File: src/sv/cst_pkg.sv
// Package for the counting semaphore table: request and response beat types,
// request and status codes, and the count unit operation codes.
// No dependencies.
package cst_pkg;

  localparam int SlotW  = 7;
  localparam int InitW  = 15;
  localparam int TidW   = 8;
  localparam int ReqW   = 2;
  localparam int StatW  = 2;

  localparam logic [ReqW-1:0] REQ_CREATE = 2'd0;
  localparam logic [ReqW-1:0] REQ_P      = 2'd1;
  localparam logic [ReqW-1:0] REQ_V      = 2'd2;

  localparam logic [StatW-1:0] ST_OK   = 2'd0;
  localparam logic [StatW-1:0] ST_FULL = 2'd1;
  localparam logic [StatW-1:0] ST_SAT  = 2'd2;

  typedef struct packed {
    logic [ReqW-1:0]  req_type;
    logic [SlotW-1:0] slot;
    logic [InitW-1:0] init_value;
    logic [TidW-1:0]  thread_id;
  } cst_req_t;

  typedef struct packed {
    logic [SlotW-1:0] granted_slot;
    logic [StatW-1:0] status;
    logic             must_block;
    logic             wake_one;
  } cst_rsp_t;

  typedef enum logic [1:0] {
    OP_LOAD,
    OP_DEC,
    OP_INC
  } cnt_op_e;

  typedef struct packed {
    logic sat;
    logic neg;
    logic nonpos;
  } cnt_flags_t;

endpackage

File: src/sv/counting_semaphore_table_core.sv
// Top level of the counting semaphore table: request sequencer, slot store
// and shared count unit. Depends on cst_pkg, cst_slot_mem, cst_count_alu.
//
//   port      dir  beat type   handshake
//   req_i     in   cst_req_t   taken at a clock edge with start high, busy low
//   rsp_o     out  cst_rsp_t   valid for one cycle while done_o is high
//
// P and V do one slot store read, then the count unit update and
// write-back. Create probes the slot store one entry per cycle from the
// rotating start, up to SLOTS entries. Other requests answer next cycle.
// After reset the store is cleared one entry a cycle, all SLOTS entries,
// with busy high. done_o is a one-cycle strobe; the receiver cannot stall it.
module counting_semaphore_table_core #(
  parameter int SLOTS          = 128,
  parameter int THREAD_ID_BITS = 8,
  parameter int COUNT_BITS     = 16
) (
  input  logic              clk_i,
  input  logic              rst_ni,
  input  logic              start,
  output logic              busy,
  input  cst_pkg::cst_req_t req_i,
  output logic              done_o,
  output cst_pkg::cst_rsp_t rsp_o
);
  import cst_pkg::*;

  localparam int             IDX_W = (SLOTS > 1) ? $clog2(SLOTS) : 1;
  localparam logic [IDX_W-1:0] LAST = IDX_W'(SLOTS - 1);

  typedef enum logic [1:0] {
    S_CLEAR,
    S_IDLE,
    S_PV,
    S_SCAN
  } state_e;

  state_e            state_q;
  cst_req_t          req_q;
  cst_rsp_t          rsp_q;
  logic              done_q;
  logic [IDX_W-1:0]  clr_q;
  logic [IDX_W-1:0]  probe_q;
  logic [IDX_W-1:0]  scan_cnt_q;
  logic [IDX_W-1:0]  search_start_q;

  logic [IDX_W-1:0]  probe_nxt;
  logic [IDX_W-1:0]  raddr;
  logic [IDX_W-1:0]  waddr;
  logic              we;
  logic              own_we;
  logic              wr_used;
  logic [COUNT_BITS-1:0] wr_count;
  logic              rd_used;
  logic [COUNT_BITS-1:0] rd_count;
  cnt_op_e           alu_op;
  logic [COUNT_BITS-1:0] alu_count;
  cnt_flags_t        alu_flags;
  logic              slot_ok;

  assign probe_nxt = (probe_q == LAST) ? '0 : probe_q + 1'b1;
  assign slot_ok   = (int'(req_i.slot) < SLOTS);

  always_comb begin
    raddr    = IDX_W'(req_i.slot);
    waddr    = clr_q;
    we       = 1'b0;
    own_we   = 1'b0;
    wr_used  = 1'b0;
    wr_count = '0;
    alu_op   = (req_q.req_type == REQ_P) ? OP_DEC : OP_INC;
    case (state_q)
      S_CLEAR: begin
        we = 1'b1;
      end
      S_IDLE: begin
        if (req_i.req_type == REQ_CREATE) begin
          raddr = search_start_q;
        end
      end
      S_PV: begin
        we       = 1'b1;
        waddr    = IDX_W'(req_q.slot);
        wr_used  = rd_used;
        wr_count = alu_count;
      end
      S_SCAN: begin
        raddr    = probe_nxt;
        alu_op   = OP_LOAD;
        waddr    = probe_q;
        we       = ~rd_used;
        own_we   = ~rd_used;
        wr_used  = 1'b1;
        wr_count = alu_count;
      end
      default: begin
        we = 1'b0;
      end
    endcase
  end

  cst_slot_mem #(
    .SLOTS          (SLOTS),
    .THREAD_ID_BITS (THREAD_ID_BITS),
    .COUNT_BITS     (COUNT_BITS),
    .IDX_W          (IDX_W)
  ) u_mem (
    .clk_i      (clk_i),
    .we_i       (we),
    .waddr_i    (waddr),
    .wr_used_i  (wr_used),
    .wr_count_i (wr_count),
    .own_we_i   (own_we),
    .own_data_i (THREAD_ID_BITS'(req_q.thread_id)),
    .raddr_i    (raddr),
    .rd_used_o  (rd_used),
    .rd_count_o (rd_count)
  );

  cst_count_alu #(
    .COUNT_BITS (COUNT_BITS)
  ) u_alu (
    .op_i    (alu_op),
    .count_i (rd_count),
    .init_i  (req_q.init_value),
    .count_o (alu_count),
    .flags_o (alu_flags)
  );

  always_ff @(posedge clk_i or negedge rst_ni) begin
    if (!rst_ni) begin
      state_q        <= S_CLEAR;
      req_q          <= '0;
      rsp_q          <= '0;
      done_q         <= 1'b0;
      clr_q          <= '0;
      probe_q        <= '0;
      scan_cnt_q     <= '0;
      search_start_q <= '0;
    end else begin
      done_q <= 1'b0;
      case (state_q)
        S_CLEAR: begin
          clr_q <= clr_q + 1'b1;
          if (clr_q == LAST) begin
            state_q <= S_IDLE;
          end
        end
        S_IDLE: begin
          if (start) begin
            req_q <= req_i;
            rsp_q <= '{granted_slot: req_i.slot, status: ST_OK,
                       must_block: 1'b0, wake_one: 1'b0};
            case (req_i.req_type)
              REQ_CREATE: begin
                probe_q    <= search_start_q;
                scan_cnt_q <= '0;
                state_q    <= S_SCAN;
              end
              REQ_P, REQ_V: begin
                if (slot_ok) begin
                  state_q <= S_PV;
                end else begin
                  done_q <= 1'b1;
                end
              end
              default: begin
                done_q <= 1'b1;
              end
            endcase
          end
        end
        S_PV: begin
          done_q             <= 1'b1;
          rsp_q.granted_slot <= req_q.slot;
          rsp_q.status       <= alu_flags.sat ? ST_SAT : ST_OK;
          rsp_q.must_block   <= (alu_op == OP_DEC) & alu_flags.neg;
          rsp_q.wake_one     <= (alu_op == OP_INC) & alu_flags.nonpos;
          state_q            <= S_IDLE;
        end
        S_SCAN: begin
          if (!rd_used) begin
            done_q             <= 1'b1;
            rsp_q.granted_slot <= SlotW'(probe_q);
            rsp_q.status       <= alu_flags.sat ? ST_SAT : ST_OK;
            search_start_q     <= probe_nxt;
            state_q            <= S_IDLE;
          end else if (scan_cnt_q == LAST) begin
            done_q       <= 1'b1;
            rsp_q.status <= ST_FULL;
            state_q      <= S_IDLE;
          end else begin
            probe_q    <= probe_nxt;
            scan_cnt_q <= scan_cnt_q + 1'b1;
          end
        end
        default: begin
          state_q <= S_IDLE;
        end
      endcase
    end
  end

  assign busy   = (state_q != S_IDLE);
  assign done_o = done_q;
  assign rsp_o  = rsp_q;

endmodule

File: src/sv/cst_slot_mem.sv
// Slot store: one entry per semaphore holding the in-use bit and the count,
// plus a write-only owner array. One write port, one registered read port.
// Depends on nothing but its parameters.
module cst_slot_mem #(
  parameter int SLOTS          = 128,
  parameter int THREAD_ID_BITS = 8,
  parameter int COUNT_BITS     = 16,
  parameter int IDX_W          = $clog2(SLOTS)
) (
  input  logic                      clk_i,
  input  logic                      we_i,
  input  logic [IDX_W-1:0]          waddr_i,
  input  logic                      wr_used_i,
  input  logic [COUNT_BITS-1:0]     wr_count_i,
  input  logic                      own_we_i,
  input  logic [THREAD_ID_BITS-1:0] own_data_i,
  input  logic [IDX_W-1:0]          raddr_i,
  output logic                      rd_used_o,
  output logic [COUNT_BITS-1:0]     rd_count_o
);

  logic [COUNT_BITS:0]     ent_mem [SLOTS];
  logic [THREAD_ID_BITS-1:0] own_mem [SLOTS];
  logic [COUNT_BITS:0]     rd_q;

  always_ff @(posedge clk_i) begin
    if (we_i) begin
      ent_mem[waddr_i] <= {wr_used_i, wr_count_i};
    end
    if (own_we_i) begin
      own_mem[waddr_i] <= own_data_i;
    end
    rd_q <= ent_mem[raddr_i];
  end

  assign rd_used_o  = rd_q[COUNT_BITS];
  assign rd_count_o = rd_q[COUNT_BITS-1:0];

endmodule

File: src/sv/cst_count_alu.sv
// Shared count unit: saturating load, decrement and increment of a signed
// count with block and wake flags. Depends on cst_pkg.
module cst_count_alu #(
  parameter int COUNT_BITS = 16
) (
  input  cst_pkg::cnt_op_e              op_i,
  input  logic [COUNT_BITS-1:0]         count_i,
  input  logic [cst_pkg::InitW-1:0]     init_i,
  output logic [COUNT_BITS-1:0]         count_o,
  output cst_pkg::cnt_flags_t           flags_o
);
  import cst_pkg::*;

  localparam logic [COUNT_BITS-1:0] CNT_MAX = {1'b0, {(COUNT_BITS-1){1'b1}}};
  localparam logic [COUNT_BITS-1:0] CNT_MIN = {1'b1, {(COUNT_BITS-1){1'b0}}};
  localparam int CMP_W = ((COUNT_BITS > InitW) ? COUNT_BITS : InitW) + 1;

  logic [COUNT_BITS-1:0] step;
  logic [COUNT_BITS-1:0] sum;
  logic                  sat;

  always_comb begin
    step    = (op_i == OP_DEC) ? '1 : COUNT_BITS'(1);
    sum     = count_i + step;
    sat     = 1'b0;
    count_o = count_i;
    case (op_i)
      OP_LOAD: begin
        if (CMP_W'(init_i) > CMP_W'(CNT_MAX)) begin
          count_o = CNT_MAX;
          sat     = 1'b1;
        end else begin
          count_o = COUNT_BITS'(init_i);
        end
      end
      OP_DEC: begin
        if (count_i == CNT_MIN) begin
          sat = 1'b1;
        end else begin
          count_o = sum;
        end
      end
      OP_INC: begin
        if (count_i == CNT_MAX) begin
          sat = 1'b1;
        end else begin
          count_o = sum;
        end
      end
      default: begin
        count_o = count_i;
      end
    endcase
    flags_o.sat    = sat;
    flags_o.neg    = count_o[COUNT_BITS-1];
    flags_o.nonpos = count_o[COUNT_BITS-1] | (count_o == '0);
  end

endmodule

File: config.mk
export PLATFORM = sky130hd
export DESIGN_NAME = counting_semaphore_table_core
export DESIGN_NICKNAME = d
export VERILOG_FILES = /design/src/sv/cst_pkg.sv /design/src/sv/counting_semaphore_table_core.sv /design/src/sv/cst_slot_mem.sv /design/src/sv/cst_count_alu.sv
export SDC_FILE = /design/constraint.sdc
export NUM_CORES = 2
export LEC_CHECK = 0
export BUFFER_PORTS_ARGS = -buffer_cell sky130_fd_sc_hd__buf_2
export CAP_MARGIN = 20
export CORE_MARGIN = 1
export CORE_UTILIZATION = 40
export DETAILED_ROUTE_END_ITERATION = 10
export HOLD_SLACK_MARGIN = 0.03
export REMOVE_ABC_BUFFERS = 1
export SLEW_MARGIN = 25
export SYNTH_ARGS = -nofsm -noshare
export SYNTH_HDL_FRONTEND = slang
export SYNTH_SLANG_ARGS = --single-unit
export TNS_END_PERCENT = 10
File: constraint.sdc
create_clock -name clk_i -period 19.9 [get_ports clk_i]
set_clock_uncertainty 0.2 [all_clocks]
set_input_delay 0.995 -clock clk_i [delete_from_list [all_inputs] [get_ports clk_i]]
set_output_delay 0.995 -clock clk_i [all_outputs]
set_load 0.005 [all_outputs]
==> impl_results.md <==
- Run status: finished clean
- Cell taking the most area after synthesis: edfxtp_1
- Die footprint: 226300 µm²
- P_leak: 0.03317 µW
- Combinational share of power: 24.2%
- Final slew viol count: 0
- Yosys warns: 0
- DIE HEIGHT: 475.7 µm
- Total Power: 13050 µW
- Setup TNS: 0 ns
- Core Box Area: 222700 µm²
- Root buf cell: clkbuf_16
- RSZ-0062 raised after global routing: false
- Grt ovf: 0
- First-pass GRT wire length: 369600 µm
- Fin cells: 8973
- Vias/cell: 5.945
- Initial DRC Count: 7307
- I/O pin count: 48
- Worst vdd ir: 0.1002 mV
- IO buf count: 39
- HPWL Detailed: 155600 µm
- Avg WL per Cell: 29.21 µm
- Crit end category: register
- Worst r2r dst: u_mem.rd_q[4]
- Longest Clk Path Bufs: 3
- Final WS setup: 12.70 ns
- GRT Util Overall: 22.85%
- Final core occ: 45.36%
- Max-slew headroom: 24.14%
- Min Clock Period, post-route: 7.200 ns
- Place WS: 12.22 ns
- Cell Rows: 173
- H-tree levels: 4
- R2R setup slack: 12.70 ns
- Int Power: 8847 µW
- Initial antenna violation count: 10
- Clock Power Share: 30.6%
- GP Congestion: 0.8998
- Largest net degree at the start of global routing: 153
- Post-synthesis cell area: 89770 µm²
- DRC: 0
- CTS tree: done
- FFs w/ async S/R, synth: 2.922%
- Final setup vio count: 0
- Reg2reg start: state_q[0]
- PwrDens: 129.2 nW/µm²
- Post-CTS setup buffer count: 0
- Layout cells sized above 1: 15.49%
- Period Utilization, post-route: 36.18%
- Synth top area cells: edfxtp_1 73%, mux4_2 6.0%, nand2_1 4.0%
- Crit path max fanout: 104
- CP arrival: 7.70 ns
- CTS Sinks: 2259
- WP data required: 20.40 ns
- Fin. Hold Viols: 0
- Sequential area share after synthesis: 75.01%
- Vias: 53340
- Mean Syn Cell Area: 15.87 µm²
- Clk_lat worst skew: 0.86 ns
- Number of synthesized register bits: 2259
- Cell variety after synth: 86
- Layout fillers: 19090
- Top cell type's share of synthesized area: 72.79%
- Net Switching: 4205 µW
- Number of synthesized flops with an enable pin: 2176
- Resized Gates After CTS: 0
- Hold Path Class: input pin to async pin
- Number of max-cap violations: 0
- Layout area overhead: 12.55%
- DP Cell Count: 8569
- Vias in the first global route: 49940
- Reg clk slew, reported paths: 0.06 ns
- Startpoint types: register
- Die Wd: 475.7 µm
- R2R cell count: 12
- Post-synthesis cell count: 5658
- CP Class: register to register
- Initial Util: 40.30%
- Flop pwr share: 45.2%
- Nets@finish: 5853
- CTS Buf Count: 216
- # hold bufs at CTS: 0
- Worst-margin pin slew: 1.131 ns
- Routed Antenna Nets: 0
- Max Freq: 138.9 MHz
- Top FF cell, synth: edfxtp_1
- Switching power share of the total: 32.22%
- Final wirelength: 262100 µm
- TritonRoute pass-1 iters: 6
==> cells in the mapped netlist (all sizes together) (11+ instances only) <==
library cell	number
a211o	14
mux4	240
dfrtp	66
clkbuf	139
a31oi	63
o211ai	14
xor2	11
mux2	23
dfxtp	17
or3	12
a211oi	85
a221oi	39
nand4	110
nand3	362
a2111oi	25
o22ai	21
xnor2	13
a22oi	31
nor2	237
and3	119
nor3	53
nor4	33
buf	201
edfxtp	2176
a32oi	33
a2bb2oi	11
nand2	947
mux2i	109
o21a	11
a21oi	175
o21ai	132
==> logic make-up (layout without fill, tap and decap cells) <==
kind of cell,count (synthesis),in the layout,share of synthesized area [%]
DFF,2259,2259,75.01
and+or+nand+nor,1923,1923,9.630
AOI/OAI and AO/OA,724,724,5.490
muxes,372,372,7.525
buffers and inverters,350,682,2.025
xor gates and xnor gates,24,24,0.2342
adders and majority gates,6,6,0.08363
other,0,8,0
==> per-layer routing <==
layer | up-vias | share of wire (%) | GRT usage (%)
met5 | - | 0 | 0
met4 | 0 | 4.2 | 9.598
met3 | 430 | 9.7 | 4.281
met2 | 2818 | 46 | 35.11
met1 | 27660 | 40 | 31.89
li1 | 22440 | - | -
==> per-stage QoR <==
| stage | hold WS [ns] | instance area, µm² |
|---|---|---|
| final | 0.1260 | 101000 |
| after global routing | 0.1426 | 101000 |
| after CTS | 0.1178 | 101000 |
| after detailed placement | 0.2702 | 94210 |
| after global placement | 0.2666 | 94130 |
| after floorplan | 0.2492 | 87990 |
==> cells in the final DEF (no fill, tap or decap), drive strengths merged, types with 63 or more instances in the layout <==
master,instances
nand3,362
a21oi,175
nand2,947
a211oi,85
nand4,110
a31oi,63
nor2,237
mux4,240
clkbuf,275
and3,119
mux2i,109
clkinv,94
dfrtp,66
edfxtp,2176
o21ai,132
buf,276
==> cell type report <==
cell class | instances | area (µm²) | area share (%)
inverters | 10 | 37.54 | 0.03715
clock inverters | 121 | 1018 | 1.008
repair buffers | 276 | 2087 | 2.066
multi-input cells | 3049 | 21050 | 20.84
clock buffers | 275 | 5754 | 5.696
diodes | 8 | 20.02 | 0.01982
flip-flops and latches | 2259 | 67340 | 66.65
well taps | 2975 | 3722 | 3.684
==> worst max path at each step <==
stage	depth (start not counted)	end	slack (ns)	startpoint
floorplan	10	u_mem.rd_q[6]	1.52	req_i[30]
global placement	14	u_mem.rd_q[0]	12.23	req_i[30]
detailed placement	14	u_mem.rd_q[0]	12.22	req_i[30]
CTS	12	u_mem.rd_q[0]	12.80	state_q[0]
global route	12	u_mem.rd_q[4]	12.40	state_q[0]
finish	12	u_mem.rd_q[4]	12.70	state_q[0]
==> power by group through the flow <==
stage	Sequential, µW	Combinational (µW)	Clock, µW
floorplan	5990	2050	0
global placement	5990	3080	0
detailed placement	6000	3120	0
CTS	5900	3130	4040
global route	5920	3310	4210
finish	5900	3160	3990
==> critical path, stage by stage (launching register included) <==
cell,delay (ns)
dfrtp_1,0.76
buf_4,0.39
o21ai_4,0.18
a22o_1,0.50
nor2_8,0.52
buf_12,0.53
buf_4,0.63
buf_4,0.67
mux4_2,0.64
nand3_1,0.11
nand4_1,0.47
nor4_1,0.98
nand3_1,0.15
==> sequential cells by signal, indices dropped and copies added, names as in the netlist <==
name / count
u_mem.ent_mem: 2176
req_q: 24
u_mem.rd_q: 17
rsp_o: 11
clr_q: 7
probe_q: 7
scan_cnt_q: 7
search_start_q: 7
state_q: 2
done_o: 1
(Power assumes the default switching activity.)
